## src/lattice_agreement_node_core_assert.svh

```systemverilog
// Assertion macros for the lattice agreement node.
// Used by lattice_agreement_node_core and lagr_proposer; needs no other file.
`ifndef LATTICE_AGREEMENT_NODE_CORE_ASSERT_SVH
`define LATTICE_AGREEMENT_NODE_CORE_ASSERT_SVH

// same-cycle implication, checked outside reset
`define LAGR_ASSERT_NOW(label, clk, rst_n, ante, cons) \
	label: assert property (@(posedge clk) disable iff (!rst_n) (ante) |-> (cons)) \
		else $error("lagr assertion failed");

// next-cycle implication, checked outside reset
`define LAGR_ASSERT_NEXT(label, clk, rst_n, ante, cons) \
	label: assert property (@(posedge clk) disable iff (!rst_n) (ante) |=> (cons)) \
		else $error("lagr assertion failed");

`endif

```

## src/lagr_pkg.sv

```systemverilog
// Shared types and constants for the lattice agreement node.
// No dependencies; used by lagr_proposer and lattice_agreement_node_core.
`default_nettype none

package lagr_pkg;

	localparam int ID_W    = 8;
	localparam int ROUND_W = 32;
	localparam int SET_W   = 64;
	localparam int CNT_W   = 8;

	// input message kinds
	typedef enum logic [1:0] {
		MODE_PROPOSAL = 2'd0,
		MODE_ACK      = 2'd1,
		MODE_NACK     = 2'd2,
		MODE_PROPOSE  = 2'd3
	} mode_t;

	// output message kinds
	typedef enum logic [1:0] {
		KIND_ACK    = 2'd0,
		KIND_NACK   = 2'd1,
		KIND_BCAST  = 2'd2,
		KIND_DECIDE = 2'd3
	} kind_t;

	// proposer response toward the result register
	typedef struct packed {
		logic                emit;
		kind_t               kind;
		logic [ROUND_W-1:0]  round;
	} prop_rsp_t;

endpackage

`default_nettype wire

```

## src/lagr_acceptor.sv

```systemverilog
// Acceptor side: holds the accepted set and forms ACK/NACK replies.
// Depends on no other file.
`default_nettype none

module lagr_acceptor #(
	parameter int SLOTS = 64
) (
	input  wire logic             clk,
	input  wire logic             arst_n,
	input  wire logic             step,
	input  wire logic [SLOTS-1:0] set_in,
	output logic                  reply_ack,
	output logic [SLOTS-1:0]      reply_set
);

	logic [SLOTS-1:0] accepted_q;

	// containing set gives the same union, so the update is always an OR
	assign reply_ack = ((set_in & accepted_q) == accepted_q);
	assign reply_set = accepted_q | set_in;

	always_ff @(posedge clk or negedge arst_n) begin
		if (!arst_n) begin
			accepted_q <= '0;
		end else if (step) begin
			accepted_q <= reply_set;
		end
	end

endmodule

`default_nettype wire

```

## src/lagr_proposer.sv

```systemverilog
// Proposer side: round, tallies, proposed set, retry and decision.
// Depends on lagr_pkg and lattice_agreement_node_core_assert.svh.
`default_nettype none
`include "lattice_agreement_node_core_assert.svh"

module lagr_proposer #(
	parameter int SLOTS = 64
) (
	input  wire logic                          clk,
	input  wire logic                          arst_n,
	input  wire logic                          step,
	input  wire lagr_pkg::mode_t               mode,
	input  wire logic [lagr_pkg::ROUND_W-1:0]  round_in,
	input  wire logic [SLOTS-1:0]              set_in,
	input  wire logic [lagr_pkg::CNT_W-1:0]    neighbor_count,
	output lagr_pkg::prop_rsp_t                rsp,
	output logic [SLOTS-1:0]                   rsp_set
);

	logic [SLOTS-1:0]              proposed_q;
	logic [lagr_pkg::CNT_W-1:0]    ack_q, nack_q;
	logic [lagr_pkg::ROUND_W-1:0]  round_q;
	logic                          active_q;
	logic                          decided_q;

	logic [SLOTS-1:0]              prop_d;
	logic [lagr_pkg::CNT_W-1:0]    ack_d, nack_d;
	logic [lagr_pkg::ROUND_W-1:0]  round_d;
	logic                          active_d;
	logic                          decided_d;
	logic                          match;
	logic [lagr_pkg::CNT_W-1:0]    ack_t, nack_t;
	logic [lagr_pkg::CNT_W:0]      sum_t;
	logic [lagr_pkg::CNT_W-1:0]    half;
	logic [lagr_pkg::ROUND_W-1:0]  round_inc;

	assign round_inc = round_q + lagr_pkg::ROUND_W'(1);
	assign half      = neighbor_count >> 1;
	assign match     = active_q && (round_in == round_q);

	always_comb begin
		prop_d    = proposed_q;
		ack_d     = ack_q;
		nack_d    = nack_q;
		round_d   = round_q;
		active_d  = active_q;
		decided_d = decided_q;
		ack_t     = ack_q;
		nack_t    = nack_q;
		sum_t     = '0;
		rsp       = '{emit: 1'b0, kind: lagr_pkg::KIND_BCAST, round: round_q};
		rsp_set   = proposed_q;
		unique case (mode) inside
			lagr_pkg::MODE_PROPOSE: begin
				prop_d   = set_in;
				active_d = 1'b1;
				round_d  = round_inc;
				ack_d    = '0;
				nack_d   = '0;
				rsp      = '{emit: 1'b1, kind: lagr_pkg::KIND_BCAST, round: round_inc};
				rsp_set  = set_in;
			end
			lagr_pkg::MODE_ACK, lagr_pkg::MODE_NACK: begin
				// saturating tallies; stale replies leave everything alone
				if (match && mode == lagr_pkg::MODE_ACK && ack_q != '1)
					ack_t = ack_q + lagr_pkg::CNT_W'(1);
				if (match && mode == lagr_pkg::MODE_NACK) begin
					if (nack_q != '1)
						nack_t = nack_q + lagr_pkg::CNT_W'(1);
					prop_d = proposed_q | set_in;
				end
				ack_d   = ack_t;
				nack_d  = nack_t;
				rsp_set = prop_d;
				sum_t   = {1'b0, ack_t} + {1'b0, nack_t};
				if (active_q) begin
					if (nack_t != '0 && sum_t > {1'b0, half}) begin
						// retry wins over decision
						round_d = round_inc;
						ack_d   = '0;
						nack_d  = '0;
						rsp     = '{emit: 1'b1, kind: lagr_pkg::KIND_BCAST,
							round: round_inc};
					end else if (ack_t > half) begin
						active_d  = 1'b0;
						decided_d = 1'b1;
						rsp       = '{emit: 1'b1, kind: lagr_pkg::KIND_DECIDE,
							round: round_q};
					end
				end
			end
			default: begin
				// received proposals belong to the acceptor
			end
		endcase
	end

	always_ff @(posedge clk or negedge arst_n) begin
		if (!arst_n) begin
			proposed_q <= '0;
			ack_q      <= '0;
			nack_q     <= '0;
			round_q    <= '0;
			active_q   <= 1'b0;
			decided_q  <= 1'b0;
		end else if (step) begin
			proposed_q <= prop_d;
			ack_q      <= ack_d;
			nack_q     <= nack_d;
			round_q    <= round_d;
			active_q   <= active_d;
			decided_q  <= decided_d;
		end
	end

	`LAGR_ASSERT_NEXT(a_decide_sets_flag, clk, arst_n,
		step && rsp.emit && rsp.kind == lagr_pkg::KIND_DECIDE, decided_q && !active_q)
	`LAGR_ASSERT_NEXT(a_retry_clears_tally, clk, arst_n,
		step && rsp.emit && rsp.kind == lagr_pkg::KIND_BCAST, ack_q == '0 && nack_q == '0)
	`LAGR_ASSERT_NEXT(a_propose_activates, clk, arst_n,
		step && mode == lagr_pkg::MODE_PROPOSE, active_q && round_q == $past(round_inc))

endmodule

`default_nettype wire

```

## src/lattice_agreement_node_core.sv

```systemverilog
// Lattice agreement node: one process, value sets as bitmaps.
// Throughput one request per cycle while the result register is not held.
// An input register feeds one pass of acceptor/proposer logic into a result register;
// the slave side stalls only when the input register is full and the result is held.
// Reset (arst_n low, asynchronous): all sets, tallies and round cleared, neighbor_count = 3.
// Requests that make no result (stale or non-settling replies) retire without output.
`default_nettype none
`include "lattice_agreement_node_core_assert.svh"

module lattice_agreement_node_core #(
	parameter int VALUE_SLOTS = 64   // width of the value bitmap, 8..64
) (
	input  wire logic          clk,
	input  wire logic          arst_n,
	// input requests
	input  wire logic          s_axis_tvalid,
	output logic               s_axis_tready,
	input  wire logic [103:0]  s_axis_tdata,   // sender_id[7:0], round_number[39:8],
	                                           // value_set[103:40]
	input  wire logic [1:0]    s_axis_tuser,   // mode[1:0]
	// results
	output logic               m_axis_tvalid,
	input  wire logic          m_axis_tready,
	output logic [103:0]       m_axis_tdata,   // out_dest[7:0], out_round[39:8],
	                                           // out_set[103:40]
	output logic [1:0]         m_axis_tuser,   // out_kind[1:0]
	// neighbor_count register
	input  wire logic          cfg_we,
	input  wire logic [7:0]    cfg_wdata
);

	localparam int ID_W    = lagr_pkg::ID_W;
	localparam int ROUND_W = lagr_pkg::ROUND_W;
	localparam int SET_W   = lagr_pkg::SET_W;

	// config
	logic [lagr_pkg::CNT_W-1:0] neighbor_count_q;

	// input register
	logic                    valid_s1;
	lagr_pkg::mode_t         mode_s1;
	logic [ID_W-1:0]         sender_s1;
	logic [ROUND_W-1:0]      round_s1;
	logic [VALUE_SLOTS-1:0]  set_s1;

	// result register
	logic                    out_valid_q;
	lagr_pkg::kind_t         out_kind_q;
	logic [ID_W-1:0]         out_dest_q;
	logic [ROUND_W-1:0]      out_round_q;
	logic [VALUE_SLOTS-1:0]  out_set_q;

	logic                    advance;
	logic                    in_fire;
	logic                    acc_step, prop_step;
	logic                    reply_ack;
	logic [VALUE_SLOTS-1:0]  reply_set;
	lagr_pkg::prop_rsp_t     prop_rsp;
	logic [VALUE_SLOTS-1:0]  prop_set;

	logic                    res_emit;
	lagr_pkg::kind_t         res_kind;
	logic [ID_W-1:0]         res_dest;
	logic [ROUND_W-1:0]      res_round;
	logic [VALUE_SLOTS-1:0]  res_set;

	// the held request moves on whenever the result slot is free or draining
	assign advance       = valid_s1 && (!out_valid_q || m_axis_tready);
	assign s_axis_tready = !valid_s1 || advance;
	assign in_fire       = s_axis_tvalid && s_axis_tready;

	assign acc_step  = advance && (mode_s1 == lagr_pkg::MODE_PROPOSAL);
	assign prop_step = advance && (mode_s1 != lagr_pkg::MODE_PROPOSAL);

	always_ff @(posedge clk or negedge arst_n) begin
		if (!arst_n) begin
			neighbor_count_q <= 8'd3;
		end else if (cfg_we) begin
			neighbor_count_q <= cfg_wdata;
		end
	end

	always_ff @(posedge clk or negedge arst_n) begin
		if (!arst_n) begin
			valid_s1 <= 1'b0;
		end else if (s_axis_tready) begin
			valid_s1 <= s_axis_tvalid;
		end
	end

	// payload, no reset; bits above VALUE_SLOTS dropped here
	always_ff @(posedge clk) begin
		if (in_fire) begin
			mode_s1   <= lagr_pkg::mode_t'(s_axis_tuser);
			sender_s1 <= s_axis_tdata[7:0];
			round_s1  <= s_axis_tdata[39:8];
			set_s1    <= s_axis_tdata[40 +: VALUE_SLOTS];
		end
	end

	lagr_acceptor #(
		.SLOTS     (VALUE_SLOTS)
	) u_acceptor (
		.clk       (clk),
		.arst_n    (arst_n),
		.step      (acc_step),
		.set_in    (set_s1),
		.reply_ack (reply_ack),
		.reply_set (reply_set)
	);

	lagr_proposer #(
		.SLOTS          (VALUE_SLOTS)
	) u_proposer (
		.clk            (clk),
		.arst_n         (arst_n),
		.step           (prop_step),
		.mode           (mode_s1),
		.round_in       (round_s1),
		.set_in         (set_s1),
		.neighbor_count (neighbor_count_q),
		.rsp            (prop_rsp),
		.rsp_set        (prop_set)
	);

	// result select: acceptor replies echo the sender and round
	always_comb begin
		unique case (mode_s1)
			lagr_pkg::MODE_PROPOSAL: begin
				res_emit  = 1'b1;
				res_kind  = reply_ack ? lagr_pkg::KIND_ACK : lagr_pkg::KIND_NACK;
				res_dest  = sender_s1;
				res_round = round_s1;
				res_set   = reply_set;
			end
			default: begin
				res_emit  = prop_rsp.emit;
				res_kind  = prop_rsp.kind;
				res_dest  = '0;
				res_round = prop_rsp.round;
				res_set   = prop_set;
			end
		endcase
	end

	always_ff @(posedge clk or negedge arst_n) begin
		if (!arst_n) begin
			out_valid_q <= 1'b0;
		end else if (advance) begin
			out_valid_q <= res_emit;
		end else if (m_axis_tready) begin
			out_valid_q <= 1'b0;
		end
	end

	always_ff @(posedge clk) begin
		if (advance && res_emit) begin
			out_kind_q  <= res_kind;
			out_dest_q  <= res_dest;
			out_round_q <= res_round;
			out_set_q   <= res_set;
		end
	end

	assign m_axis_tvalid         = out_valid_q;
	assign m_axis_tuser          = out_kind_q;
	assign m_axis_tdata[7:0]     = out_dest_q;
	assign m_axis_tdata[39:8]    = out_round_q;
	assign m_axis_tdata[103:40]  = SET_W'(out_set_q);

	`LAGR_ASSERT_NOW(a_ready_when_slot_free, clk, arst_n, !out_valid_q, s_axis_tready)
	`LAGR_ASSERT_NEXT(a_reply_always_out, clk, arst_n, acc_step, out_valid_q)
	`LAGR_ASSERT_NEXT(a_result_held, clk, arst_n, m_axis_tvalid && !m_axis_tready,
		m_axis_tvalid && $stable(m_axis_tdata) && $stable(m_axis_tuser))

endmodule

`default_nettype wire
```

## config.mk

```make
export PLATFORM = sky130hd
export DESIGN_NAME = lattice_agreement_node_core
export DESIGN_NICKNAME = d
export VERILOG_FILES = /design/src/lagr_pkg.sv /design/src/lagr_acceptor.sv /design/src/lagr_proposer.sv /design/src/lattice_agreement_node_core.sv
export VERILOG_INCLUDE_DIRS = /design/src /design/src/src
export SDC_FILE = /design/constraint.sdc
export NUM_CORES = 1
export LEC_CHECK = 0
export BUFFER_PORTS_ARGS = -buffer_cell sky130_fd_sc_hd__buf_2
export CORE_MARGIN = 1
export CORE_UTILIZATION = 38
export DETAILED_ROUTE_END_ITERATION = 10
export MAX_ROUTING_LAYER = met4
export PLACE_DENSITY_LB_ADDON = 0.25
export SLEW_MARGIN = 40
export SYNTH_ARGS = -nofsm -noshare
export SYNTH_HDL_FRONTEND = slang
export SYNTH_SLANG_ARGS = --single-unit
export TNS_END_PERCENT = 1
```

## constraint.sdc

```tcl
create_clock -name clk -period 7.7 [get_ports clk]
set_clock_uncertainty 0.2 [all_clocks]
set_input_delay 1.925 -clock clk [delete_from_list [all_inputs] [get_ports clk]]
set_output_delay 1.925 -clock clk [all_outputs]
set_load 0.1 [all_outputs]
```

# After elaboration in Yosys (flattened, before gate mapping)
# Cells that the tools add are included.
[totals] regBits=399 input_bits=119 output_inout_bits=108 wordCells=88
[classes] add_sub_neg=4 order_cmp=2 eq_ne=9 mux=31 n_bitwise=3 reduce_logical=22
[op_table] cell="2-to-1 mux 64 bit" n=2
[op_table] cell="OR 64 bit" n=2
[op_table] cell="one-hot mux 64 bit (2 select lines)" n=1
[op_table] cell="2-to-1 mux 35 bit" n=3
[op_table] cell="2-to-1 mux 32 bit" n=3
[op_table] cell="2-to-1 mux 8 bit" n=9
[op_table] cell="one-hot mux 35 bit (2 select lines)" n=1
[op_table] cell="bitwise AND 64 bit" n=1
[op_table] cell="equality test 64 bit" n=1
[op_table] cell="one-hot mux 32 bit (2 select lines)" n=1
[op_table] cell="adder 32 x 1 -> 32 bit, second input constant" n=1
[op_table] cell="equality test 32 bit" n=1
[op_table] cell="one-hot mux 8 bit (2 select lines)" n=2
[op_table] cell="adder 8 x 1 -> 8 bit, second input constant" n=2
[op_table] cell="inequality test 8 bit, second input constant" n=2
[op_table] cell="logical AND 1 bit" n=10
[op_table] cell="adder 8 x 8 -> 9 bit" n=1
[op_table] cell="> comparator 9 x 7 -> 1 bit" n=1
[op_table] cell="> comparator 8 x 7 -> 1 bit" n=1
[op_table] cell="nonzero test 8 bit" n=1
[op_table] cell="2-to-1 mux 1 bit" n=7
[op_table] cell="nonzero test 2 bit" n=3
[op_table] cell="equality test 2 bit, second input constant" n=2
[op_table] cell="inequality test 2 x 1 -> 1 bit, second input constant" n=2
[op_table] cell="other kinds (9)" n=11

# Depth between registers and ports, before layout
# Gate-level depths: netlist of run 1.
[logic_depth] word_depth=14 mapped_depth=29 ltp_nobuf=25

# Modules after synthesis
# A second synthesis of run 1 with hierarchy kept.
[unflattened] hier_cells=1724 hier_area_um2=20016.7
[by_module_without_submodules] mod="lagr_proposer" instances=1 cells_each=1080 area_per_inst_um2=8670.8 seq_area_each_um2=2827.7
[by_module_without_submodules] mod="lattice_agreement_node_core" instances=1 cells_each=360 area_per_inst_um2=8280.4 seq_area_each_um2=6618.8
[by_module_without_submodules] mod="lagr_acceptor" instances=1 cells_each=284 area_per_inst_um2=3065.4 seq_area_each_um2=1601.5

# Least setup slack after synthesis of run 1
# No wires, ideal clock.
[synth_path] kind="register to register" startpoint="reg u_proposer.round_q[0] (netlist name)" endpoint="reg out_kind_q[0], in the netlist m_axis_tuser[0], enable pin" arrival_ns=7.525 required_time_ns=7.020 slack_ns=-0.505 path_stages_with_launch=26 path_buffers=3 synth_period_minus_slack_ns=8.205 path_cell_list="dfrtp_1 > buf_6 > xor2_1 > a221o_1 > or4_1 > nor4_1 > and2_1 > clkbuf_1 > clkbuf_1 > nand3_1 > xnor2_1 > ha_1 > nor2b_1 > o21ai_0 > nand2b_1 > a21o_1 > a21oi_1 > xnor2_1 > ha_1 > nand3_1 > o22a_1 > o31ai_1 > o311ai_0 > nand2_1 > a21oi_1 > o311a_1"
[synth_via] elab_chain_len=14 elab_cells_between_ends=20
[synth_lines] element="start, declared" line_no="lagr_proposer.sv:22" text="logic [lagr_pkg::ROUND_W-1:0] round_q;"
[synth_lines] element="start signal, assigned" line_no="lagr_proposer.sv:110" text="round_q <= round_d;"
[synth_lines] element="equality test 32 bit (*)" line_no="lagr_proposer.sv:39" text="assign match = active_q && (round_in == round_q);"
[synth_lines] element="logical AND 1 bit (*)" line_no="lagr_proposer.sv:39"
[synth_lines] element="logical AND 1 bit (2 in series)" line_no="lagr_proposer.sv:65" text="if (match && mode == lagr_pkg::MODE_ACK && ack_q != '1)"
[synth_lines] element="2-to-1 mux 8 bit" line_no="lagr_proposer.sv:65"
[synth_lines] element="2-to-1 mux 8 bit" line_no="lagr_proposer.sv:53" text="unique case (mode) inside"
[synth_lines] element="adder 8 x 8 -> 9 bit" line_no="lagr_proposer.sv:75" text="sum_t = {1'b0, ack_t} + {1'b0, nack_t};"
[synth_lines] element="> comparator 9 x 7 -> 1 bit" line_no="lagr_proposer.sv:77" text="if (nack_t != '0 && sum_t > {1'b0, half}) begin"
[synth_lines] element="logical AND 1 bit" line_no="lagr_proposer.sv:77"
[synth_lines] element="2-to-1 mux 35 bit (*)" line_no="lagr_proposer.sv:77"
[synth_lines] element="2-to-1 mux 35 bit (*)" line_no="lagr_proposer.sv:76" text="if (active_q) begin"
[synth_lines] element="one-hot mux 35 bit (2 select lines) (*)" line_no="lagr_proposer.sv:53"
[synth_lines] element="2-to-1 mux 1 bit (*)" line_no="lattice_agreement_node_core.sv:128" text="unique case (mode_s1)"
[synth_lines] element="logical AND 1 bit (*)" line_no="lattice_agreement_node_core.sv:157" text="if (advance && res_emit) begin"
[synth_lines] element="end signal, assigned" line_no="lattice_agreement_node_core.sv:158" text="out_kind_q <= res_kind;"
[synth_lines] element="end, declared" line_no="lattice_agreement_node_core.sv:48" text="lagr_pkg::kind_t out_kind_q;"
# Mark *: on every way between the ends. The rest lies on a longest branch, timed or not. The select of a mux whose other input is x is not followed.
# A chain may end at the register's enable or synchronous reset.

# Worst setup path after layout of run 1
[layout_path] startpoint="reg u_proposer.round_q[0] (netlist name)" endpoint="reg out_set_q[17], enable pin"
[layout_via] elab_chain_len=14 elab_cells_between_ends=20
[layout_lines] element="equality test 32 bit (*)" line_no="lagr_proposer.sv:39"
[layout_lines] element="logical AND 1 bit (*)" line_no="lagr_proposer.sv:39"
[layout_lines] element="logical AND 1 bit (2 in series)" line_no="lagr_proposer.sv:65"
[layout_lines] element="2-to-1 mux 8 bit" line_no="lagr_proposer.sv:65"
[layout_lines] element="2-to-1 mux 8 bit" line_no="lagr_proposer.sv:53"
[layout_lines] element="adder 8 x 8 -> 9 bit" line_no="lagr_proposer.sv:75"
[layout_lines] element="> comparator 9 x 7 -> 1 bit" line_no="lagr_proposer.sv:77"
[layout_lines] element="logical AND 1 bit" line_no="lagr_proposer.sv:77"
[layout_lines] element="2-to-1 mux 35 bit (*)" line_no="lagr_proposer.sv:77"
[layout_lines] element="2-to-1 mux 35 bit (*)" line_no="lagr_proposer.sv:76"
[layout_lines] element="one-hot mux 35 bit (2 select lines) (*)" line_no="lagr_proposer.sv:53"
[layout_lines] element="2-to-1 mux 1 bit (*)" line_no="lattice_agreement_node_core.sv:128"
[layout_lines] element="logical AND 1 bit (*)" line_no="lattice_agreement_node_core.sv:157"
[layout_lines] element="end signal, assigned" line_no="lattice_agreement_node_core.sv:161" text="out_set_q <= res_set;"
[layout_lines] element="end, declared" line_no="lattice_agreement_node_core.sv:51" text="logic [VALUE_SLOTS-1:0] out_set_q;"
# Marked as above.

==> flow_metrics.tcl, run 1 <==
set metrics [dict create \
    power.ir.vdd_worst_v 0.0001784 \
    cts_inserted_buffers 46 \
    final.period_utilization_pct 90.01 \
    synth.ff_latch_count 398 \
    maxClockFrequency_mhz 144.3 \
    final_layout_size_suffix_gt1_share_pct 18.08 \
    chipWidth_um 224.3 \
    n_fill_cell 4601 \
    post_cts_resize_count 0 \
    final_antenna_net_count 0 \
    ys_async_sr_fraction_pct 46.73 \
    rr_worst_depth 23 \
    path_cells "xor2_1 -> a221o_1 -> or4_1 -> or4_1 -> nor2_1 -> nand2_1 -> mux2i_1 -> inv_1 -> ha_1 -> a21oi_1 -> o21ai_0 -> or3_1 -> a22oi_1 -> ha_1 -> nand3_1 -> o22a_1 -> o31ai_1 -> o311ai_0 -> buf_4 -> nand2_1 -> a21oi_1 -> o311a_4 -> buf_12" \
    setup_slack_ns 0.7693 \
    clock_insertion_delay_at_the_later_pin_of_the_skew_report_ns 0.59 \
    cts_tree "done" \
    hold_slack_ns 0.2665 \
    timing.critical_path.slowest_stage_cell "or4_1" \
    setup_viol 0 \
    grt_pass1_vias 13880 \
    max_stage_delay_ns 0.79 \
    sw_ratio_pct 31.31 \
    hold_viol 0 \
    report.final.slew_viol_count 0 \
    critPathArrivalTime_ns 6.99 \
    syn_to_final_growth_pct 18.03 \
    power.density_mw_per_mm2 272.6 \
    max-clock-path-buffers 3 \
    yosys.area.top_type "edfxtp_1" \
    cts_post_setup_buffers_inserted 0 \
    htree_levels 2 \
    synth_top_area_share_pct 33.90 \
    synth_enable_flop_cells 212 \
    grt_start_max_net_pins 94 \
    syn-instance-count 1795 \
    placementRows 81 \
    design.core.area_mm2 0.04885 \
    regToRegSetupSlack_ns 0.77 \
    routed_wire_per_std_cell_um 19.58 \
    worst-setup-path-type "reg2reg" \
    place.gp.congestion 0.8654 \
    sequential_element_share_of_the_synthesized_area_pct 58.68 \
    finalWorstPathRequiredPeriod_ns 6.931 \
    pin_count 227 \
    numPortBuffers 225 \
    die_area_mm2 0.05032 \
    clock_sinks 398 \
    pwr-share-seq_pct 44.0 \
    regToRegEndpoint "out_set_q[17]" \
    critPathTopFamily "simple AND/OR/NAND/NOR gates" \
    yosysUniqueCellTypes 66 \
    hold-path-endpoint "u_acceptor.accepted_q[57]" \
    area.sequential_mm2 0.01102 \
    drt-total-wl_mm 52.55 \
    die_y_um 224.3 \
    number_of_antenna_violations_at_the_first_check_in_global_routing 1 \
    endpoint_kind "flop" \
    pwr-share-comb_pct 18.9 \
    yosys-top-cells-area "edfxtp_1 34%, dfrtp_1 25%, nand2_1 7.2%" \
    switching_power_uw 1892 \
    netlist_area_mm2 0.01878 \
    synthesis.yosys.warnings 0 \
    fin_tns_setup_ns 0 \
    finish.net_count 2130 \
    grt.total_usage_pct 21.49 \
    grt_residual_overflow 0 \
    drt_first_pass_iters 5 \
    clkPwrFrac_pct 37.1 \
    status "finished, final reports clean" \
    worst_tran_pin_value_ns 0.8575 \
    cp.required_ns 7.76 \
    drt-initial-drc-count 1056 \
    clk_root_buffer_cell "clkbuf_16" \
    synth.net_count 1944 \
    rsz0062_at_grt "false" \
    worst-path-buf-inv 3 \
    via_per_inst 5.323 \
    timing.hold.worst_path_depth 2 \
    startpoint_of_the_lowest_slack_register_to_register_path "u_proposer.round_q[0]" \
    cts_hold_repair.buffers 0 \
    holdCritStartpoint "u_acceptor.accepted_q[57]" \
    detailedPlacementHpwl_mm 33.45 \
    critical_path_fanouts_max 36 \
    post-place-ws_ns 0.7897 \
    synthesis.area_per_instance_um2 10.46 \
    num_vias 14290 \
    internal-power_uw 4151 \
    postSynth.topFlopCell "edfxtp_1" \
    grt_pass1_wl_mm 80.85 \
    initial_utilization_pct 38.45 \
    worst_setup_hold_path_clk_slew_ns 0.06 \
    relSlewSlack_pct 42.83 \
    start_kind "flop" \
    worst_hold_path_type "reg2reg" \
    multiInputGateArea_mm2 0.007023 \
    max_cap_viol_count 0 \
    finish.utilization_pct 45.38 \
    leakage_uw 0.01010 \
    detail_route.drc_violations 0 \
]
## kinds of logic (layout without fill, tap and decap cells)
| kind of cell | Yosys count | count (layout) | share of synthesized area (%) |
|---|---|---|---|
| AND/OR/NAND/NOR | 712 | 712 | 17.04 |
| flip-flops | 398 | 398 | 58.68 |
| AO/OA/AOI/OAI | 376 | 376 | 14.34 |
| buffers and inverters | 203 | 427 | 4.310 |
| XOR/XNOR | 72 | 72 | 3.358 |
| adder cells (fa/ha/maj) | 30 | 30 | 2.039 |
| multiplexers | 4 | 4 | 0.2265 |
| other | 0 | 1 | 0 |
## power groups by stage
stage	sequential, uW	clock, uW	combinational [uW]
finish	2660	2240	1140
global route	2680	2370	1230
CTS	2660	2300	1150
detailed placement	2700	0	1150
global placement	2690	0	1120
floorplan	3010	0	512
## registers in the layout, summed over array words and instances, names as in the netlist, 7 cells and up
register / count
u_proposer.round_q: 32
u_proposer.ack_q: 8
out_dest_q: 8
round_s1: 32
neighbor_count_q: 7
out_round_q: 32
out_set_q: 64
sender_s1: 8
u_proposer.proposed_q: 64
u_acceptor.accepted_q: 64
set_s1: 64
u_proposer.nack_q: 8
## worst register-to-register path, delay by kind of cell (launching register included)
family / cells / cell delay, ns
mux: 1 / 0.39
flops: 1 / 0.48
fa+ha+maj: 2 / 0.57
compound gates: 9 / 1.84
simple gates: 7 / 2.26
buf+inv: 3 / 0.63
xor+xnor: 1 / 0.21
## area by class of cell
cell class              count  share of cell area (%)
flip-flops and latches    398                   49.72
multi-input cells        1194                   31.68
repair buffers            245                   6.248
clock buffers              68                   5.927
well taps                 664                   3.748
inverters                  96                   1.626
clock inverters            18                   1.039
diodes                      1                 0.01129
## routing by layer
metal / part of all wire [%] / wire length (um) / track usage, % / vias up
li1: - / - / - / 6680
met1: 46 / 24350 / 29.41 / 7084
met2: 45 / 23730 / 32.61 / 431
met3: 5.4 / 2818 / 3.083 / 93
met4: 3.1 / 1649 / 7.593 / 0
met5: 0 / 0 / - / -
## worst max path at each step
stage,endpoint,from,cells after the start,slack [ns]
floorplan,m_axis_tuser[0],u_proposer.round_q[0],25,0.69
global placement,out_set_q[24],u_proposer.round_q[0],23,0.82
detailed placement,out_round_q[31],u_proposer.round_q[0],23,0.79
CTS,out_round_q[31],u_proposer.round_q[0],23,0.75
global route,out_round_q[14],u_proposer.round_q[0],23,0.31
finish,out_set_q[17],u_proposer.round_q[0],23,0.77
## through the flow
stage          area [um2]  power (uW)  instances
2_1_floorplan       18780        3522       1795
3_3_place_gp        20540        3808       2595
3_5_place_dp        20620        3842       2597
4_1_cts             22160        6103       2683
5_1_grt             22170        6283       2684
6_report            22170        6043       2684
## Yosys cell counts (8+ instances only)
library cell	number
clkbuf_1	92
o311ai_1	9
a221o_1	14
o22ai_1	26
and3_1	20
a21oi_1	87
o21ai_0	27
nand2b_1	8
nor3_1	17
nand2_1	360
edfxtp_1	212
xnor2_1	27
inv_1	95
nand3_1	53
nor2b_1	9
a21o_1	86
nand4_1	12
nor2_1	156
a221oi_1	8
dfrtp_1	185
a22o_1	65
or3_1	9
xor2_1	45
and2_1	16
nor3_2	25
ha_1	29
nor4_1	8
## cells in the final DEF (no fill, tap or decap), drive strengths merged, types with 10 or more instances in the layout
| master | n |
|---|---|
| a21o | 86 |
| a21oi | 88 |
| a221o | 14 |
| a22o | 65 |
| and2 | 16 |
| and3 | 20 |
| buf | 244 |
| clkbuf | 69 |
| clkinv | 10 |
| dfrtp | 185 |
| edfxtp | 212 |
| ha | 29 |
| inv | 99 |
| nand2 | 360 |
| nand3 | 53 |
| nand4 | 12 |
| nor2 | 156 |
| nor3 | 42 |
| nor4 | 11 |
| o21ai | 32 |
| o22ai | 26 |
| o311ai | 10 |
| xnor2 | 27 |
| xor2 | 45 |
(Power assumes the default switching activity.)
==> run 2, diff against run 1 <==
--- a/config.mk
+++ b/config.mk
@@ -9,9 +9,10 @@
 export BUFFER_PORTS_ARGS = -buffer_cell sky130_fd_sc_hd__buf_2
 export CORE_MARGIN = 1
 export CORE_UTILIZATION = 38
+export CTS_BUF_LIST = sky130_fd_sc_hd__clkbuf_4
 export DETAILED_ROUTE_END_ITERATION = 10
 export MAX_ROUTING_LAYER = met4
-export PLACE_DENSITY_LB_ADDON = 0.25
+export REMOVE_ABC_BUFFERS = 1
 export SLEW_MARGIN = 40
 export SYNTH_ARGS = -nofsm -noshare
 export SYNTH_HDL_FRONTEND = slang
==> run 2 against run 1 <==
Sequential share of layout area is essentially flat. Global-route usage shrank 0.81 points. Total power decreased by 4.5%. Via count up 2.1%. Fmax is 1.7% higher. Routed wire length is 3.9% lower. Worst setup slack better by 0.12 ns. Critical path depth is 3 higher. Design area about the same. Critical path type unchanged. Largest power group unchanged.
==> flow_metrics.tcl, run 2 (synthesis gave the netlist of run 1 again) <==
set metrics [dict create \
    final_antenna_net_count 0 \
    num_vias 14590 \
    number_of_antenna_violations_at_the_first_check_in_global_routing 4 \
    cts_post_setup_buffers_inserted 0 \
    worst_setup_hold_path_clk_slew_ns 0.07 \
    worst_tran_pin_value_ns 0.8044 \
    die_area_mm2 0.05032 \
    area.sequential_mm2 0.01102 \
    cts_inserted_buffers 107 \
    grt_pass1_vias 14460 \
    leakage_uw 0.01026 \
    timing.critical_path.slowest_stage_cell "or4_1" \
    detail_route.drc_violations 0 \
    hold_slack_ns 0.2693 \
    endpoint_kind "flop" \
    setup_viol 0 \
    drt_first_pass_iters 5 \
    finish.net_count 2194 \
    numPortBuffers 225 \
    drt-total-wl_mm 50.48 \
    detailedPlacementHpwl_mm 31.35 \
    design.core.area_mm2 0.04885 \
    via_per_inst 5.196 \
    hold_viol 0 \
    cts_tree "done" \
    report.final.slew_viol_count 0 \
    critPathArrivalTime_ns 7.09 \
    final.period_utilization_pct 88.49 \
    placementRows 81 \
    place.gp.congestion 0.8827 \
    switching_power_uw 1896 \
    finalWorstPathRequiredPeriod_ns 6.814 \
    start_kind "flop" \
    multiInputGateArea_mm2 0.007023 \
    final_layout_size_suffix_gt1_share_pct 22.86 \
    maxClockFrequency_mhz 146.8 \
    syn_to_final_growth_pct 17.97 \
    internal-power_uw 3874 \
    rsz0062_at_grt "false" \
    grt_residual_overflow 0 \
    grt.total_usage_pct 20.68 \
    power.density_mw_per_mm2 260.4 \
    pwr-share-seq_pct 45.8 \
    cp.required_ns 7.97 \
    power.ir.vdd_worst_v 0.0001283 \
    clkPwrFrac_pct 34.4 \
    relSlewSlack_pct 45.88 \
    totalPowerFinal_uw 5771 \
    grt_start_max_net_pins 99 \
    setup_slack_ns 0.8862 \
    pin_count 227 \
    most-common-layout-cells "360 x nand2_1, 224 x buf_2, 212 x edfxtp_1" \
    max_stage_delay_ns 0.78 \
    drt-initial-drc-count 930 \
    chipWidth_um 224.3 \
    critical_path_fanouts_max 60 \
    status "finished, final reports clean" \
    max_cap_viol_count 0 \
    cts_hold_repair.buffers 0 \
    initial_utilization_pct 38.45 \
    max-clock-path-buffers 3 \
    sw_ratio_pct 32.86 \
    pwr-share-comb_pct 19.8 \
    post_cts_resize_count 0 \
    clock_insertion_delay_at_the_later_pin_of_the_skew_report_ns 0.87 \
    clock_sinks 398 \
    clk_root_buffer_cell "clkbuf_4" \
    layout.cells.most_common "nand2_1" \
    routed_wire_per_std_cell_um 17.98 \
    worst-setup-path-type "reg2reg" \
    n_fill_cell 4751 \
    htree_levels 3 \
    worst_hold_path_type "reg2reg" \
    grt_pass1_wl_mm 78.43 \
    post-place-ws_ns 0.9244 \
    die_y_um 224.3 \
    fin_tns_setup_ns 0 \
]
run 2: cell types whose count changed in the layout (fill, tap and decap cells not counted), moves of 3 or more:
| cell | previous run | this run |
|---|---|---|
| bufinv_16 | 5 | 1 |
| diode_2 | 1 | 4 |
| clkbuf_4 | 0 | 177 |
| clkbuf_8 | 8 | 0 |
| clkbuf_16 | 47 | 0 |
| clkinv_1 | 6 | 16 |
| clkbuf_1 | 14 | 0 |
run 2: layout make-up:
class	count	area share [%]
tap	664	3.750
timing repair buffer	248	6.494
clock inverter	26	0.6494
clock buffer	177	5.997
multi-input combinational	1194	31.70
sequential	398	49.74
antenna	4	0.04517
inverter	96	1.626
run 2: per-stage QoR:
step	instances	util, %	area (um2)
6_report	2807	45.36	22160
5_1_grt	2807	45.36	22160
3_3_place_gp	2596	42.09	20560
4_1_cts	2802	45.26	22110
3_5_place_dp	2599	42.24	20630
2_1_floorplan	1688	-	18330
run 2: final timing paths:
path / startpoint / endpoint / slack, ns / cells past startpoint
worst max-delay path: u_proposer.round_q[0] / out_set_q[46] / 0.89 / 26
worst min-delay path: u_acceptor.accepted_q[46] / u_acceptor.accepted_q[46] / 0.27 / 2
worst max register to register: u_proposer.round_q[0] / out_set_q[46] / 0.89 / 26
worst min register to register: u_acceptor.accepted_q[46] / u_acceptor.accepted_q[46] / 0.27 / 2
max in group asynchronous: arst_n / u_acceptor.accepted_q[55] / 5.21 / 2
min in group asynchronous: arst_n / u_acceptor.accepted_q[61] / 0.90 / 1
run 2: critical path, delay by kind of cell (launching register included):
family	cells	cell delay, ns
XOR/XNOR	3	0.61
AND/OR/NAND/NOR	8	2.17
adder cells (fa/ha/maj)	3	0.89
buffers and inverters	3	0.58
flip-flops	1	0.47
AO/OA/AOI/OAI	9	1.42
run 2: routing by layer:
layer	global-route usage, %	vias to the layer above	wire length, um
met4	9.304	0	1495
li1	-	6880	-
met3	3.749	95	2595
met2	31.88	446	23880
met5	-	-	0
met1	26.60	7165	22510
run 2: power groups by stage:
stage	Combinational, uW	Sequential (uW)	Clock, uW
final	1150	2640	1980
after global routing	1230	2660	2160
after CTS	1150	2640	2060
after detailed placement	1150	2680	0
after global placement	1120	2670	0
after floorplan	474	3030	0
==> run 3, diff against run 2 <==
--- a/config.mk
+++ b/config.mk
@@ -6,6 +6,7 @@
 export SDC_FILE = /design/constraint.sdc
 export NUM_CORES = 1
 export LEC_CHECK = 0
+export ABC_AREA = 1
 export BUFFER_PORTS_ARGS = -buffer_cell sky130_fd_sc_hd__buf_2
 export CORE_MARGIN = 1
 export CORE_UTILIZATION = 38
==> run 3 against run 2 <==
Total power rose by 8.4%. Sequential power rose by 3%. Non-clock buffer count shrank 7. Synthesized cell count grew 23%. Global-route usage decreased by 0.092 points. Worst setup slack improved by 0.51 ns. Critical endpoint is now u_proposer.round_q[11]. Routed wire length grew 2.0%. Fmax increased by 8.0%.
==> flow_metrics.tcl, run 3 <==
set metrics [dict create \
    status "finished, final reports clean" \
    combinational_family_with_the_most_area_after_synthesis "simple AND/OR/NAND/NOR gates" \
    grt_start_max_net_pins 97 \
    hold_viol 0 \
    critPathArrivalTime_ns 6.85 \
    layout.cells.most_common "inv_1" \
    cts_inserted_buffers 112 \
    met1Wirelength_mm 22.93 \
    synth_adder_area_share_pct 1.969 \
    synth_top_area_share_pct 32.73 \
    chipWidth_um 228.2 \
    synthXorXnorAreaFrac_pct 2.027 \
    design.core.area_mm2 0.05027 \
    synthesis.yosys.warnings 0 \
    worst-setup-path-type "reg2reg" \
    multiInputGateArea_mm2 0.006456 \
    finish.utilization_pct 45.13 \
    grt_pass1_wl_mm 82.74 \
    grt.total_usage_pct 20.59 \
    die_area_mm2 0.05209 \
    htree_levels 3 \
    met2RoutedLength_mm 23.95 \
    synthesis.area_per_instance_um2 8.844 \
    critical_path_fanouts_max 63 \
    cts_post_setup_buffers_inserted 0 \
    rsz0062_at_grt "false" \
    final.period_utilization_pct 81.90 \
    die_y_um 228.2 \
    timing.critical_path.slowest_stage_cell "nand2_4" \
    yosys.area_share.simple_pct 15.17 \
    finish.net_count 2606 \
    critical_path_most_common_cell "nand2_1" \
    power.ir.vdd_worst_v 0.0001585 \
    syn_to_final_growth_pct 16.67 \
    postSynth.topFlopCell "edfxtp_1" \
    post-synth-top-count-cell "inv_1" \
    n_fill_cell 4970 \
    drt_first_pass_iters 6 \
    endpoint_kind "flop" \
    most-common-layout-cells "407 x inv_1, 396 x nand2_1, 328 x o21ai_0" \
    report.final.slew_viol_count 0 \
    cts_hold_repair.buffers 0 \
    critPathTopFamily "simple AND/OR/NAND/NOR gates" \
    final_antenna_net_count 0 \
    detailedPlacementHpwl_mm 32.42 \
    final_layout_size_suffix_gt1_share_pct 17.93 \
    netlist_area_mm2 0.01945 \
    synth.ff_latch_count 398 \
    sequential_element_share_of_the_synthesized_area_pct 56.68 \
    syn-instance-count 2199 \
    grt_residual_overflow 0 \
    regToRegSetupSlack_ns 1.39 \
    cp.required_ns 8.24 \
    drt-initial-drc-count 1115 \
    detail_route.drc_violations 0 \
    setup_viol 0 \
    via_per_inst 4.962 \
    max_cap_viol_count 0 \
    num_vias 16040 \
    area.sequential_mm2 0.01102 \
    synth_enable_flop_cells 212 \
    topRoutingLayerUsed "met4" \
    route.met3.wl_mm 3.241 \
    pin_count 227 \
    initial_utilization_pct 38.68 \
    fin_tns_setup_ns 0 \
    post_cts_resize_count 0 \
    finalWorstPathRequiredPeriod_ns 6.307 \
    worst-path-buf-inv 5 \
    yosysUniqueCellTypes 40 \
    ys_async_sr_fraction_pct 46.73 \
    power.density_mw_per_mm2 275.7 \
    cts_tree "done" \
    placementRows 82 \
    mux_share_of_post_synthesis_cell_area_pct 0.05790 \
    clock_insertion_delay_at_the_later_pin_of_the_skew_report_ns 0.88 \
    start_kind "flop" \
    worst_setup_hold_path_clk_slew_ns 0.07 \
    max-clock-path-buffers 3 \
    synth_compound_area_share_pct 13.82 \
    post_layout_inst_area_mm2 0.02269 \
    placed_cell_area_mm2 0.02120 \
    numPortBuffers 225 \
    place.gp.congestion 0.8540 \
    yosys-top-cells-area "edfxtp_1 33%, dfrtp_1 24%, o21ai_0 8.4%" \
    post_synth_most_frequent_cells "411 x inv_1, 397 x nand2_1, 328 x o21ai_0, 212 x edfxtp_1, 185 x dfrtp_1" \
    routed_wire_per_std_cell_um 15.93 \
    drt-total-wl_mm 51.50 \
    maxClockFrequency_mhz 158.6 \
    yosys.area.top_type "edfxtp_1" \
    worst_tran_pin_value_ns 0.8158 \
    number_of_antenna_violations_at_the_first_check_in_global_routing 5 \
    max_stage_delay_ns 0.56 \
    clk_root_buffer_cell "clkbuf_4" \
    grt_pass1_vias 15890 \
    worst_hold_path_type "reg2reg" \
    relSlewSlack_pct 45.61 \
    leakage_uw 0.01075 \
    clock_sinks 398 \
]
==> run 3: power by group <==
part           switching, uW  total [uW]  leakage, uW  internal [uW]
Clock                    932        1940     0.000872           1010
Sequential               111        2710      0.00409           2600
Combinational           1220        1600      0.00579            383
Total                   2260        6260       0.0107           3990
==> run 3: cells by family (layout without fill, tap and decap cells) <==
logic type / Yosys count / in the layout
xor+xnor: 45 / 45
fa+ha+maj: 30 / 30
flops: 398 / 398
simple gates: 694 / 694
buf+inv: 521 / 877
other cells: 0 / 5
compound gates: 510 / 510
mux: 1 / 1
==> run 3: area by class of cell <==
class                           instances  area share [%]
Clock buffer                          169           5.592
Timing Repair Buffer                  241           5.719
Inverter                              424           7.053
Tap cell                              672           3.706
Clock inverter                         43          0.8437
Antenna cell                            5         0.05514
Multi-Input combinational cell       1280           28.45
Sequential cell                       398           48.58
==> run 3: routing by layer <==
layer / vias up / GRT usage [%]
met5: - / -
met2: 520 / 31.42
met1: 7589 / 26.32
met4: 0 / 9.249
li1: 7830 / -
met3: 97 / 4.325
==> run 3: final timing paths <==
check,cells past startpoint,start,to
min in group asynchronous,1,arst_n,u_acceptor.accepted_q[30]
max in group asynchronous,2,arst_n,u_proposer.proposed_q[22]
hold / removal,2,u_acceptor.accepted_q[13],u_acceptor.accepted_q[13]
hold reg to reg,2,u_acceptor.accepted_q[13],u_acceptor.accepted_q[13]
setup / recovery,31,u_proposer.round_q[17],u_proposer.round_q[11]
setup reg to reg,31,u_proposer.round_q[17],u_proposer.round_q[11]
==> run 3: metrics by stage <==
step                std cells  hold slack, ns  setup WS [ns]  total power (uW)
floorplan                2102          0.2357         0.4053              3965
global placement         3015          0.2490          1.450              4291
detailed placement       3015          0.2562          1.453              4353
CTS                      3227          0.2726          1.413              6346
global route             3232          0.2883         0.7878              6670
finish                   3232          0.2709          1.393              6256
==> run 3: worst min-delay path: stages (launching register included) <==
cell and delay, ns:
dfrtp_1 0.32, inv_1 0.05, o21ai_0 0.06
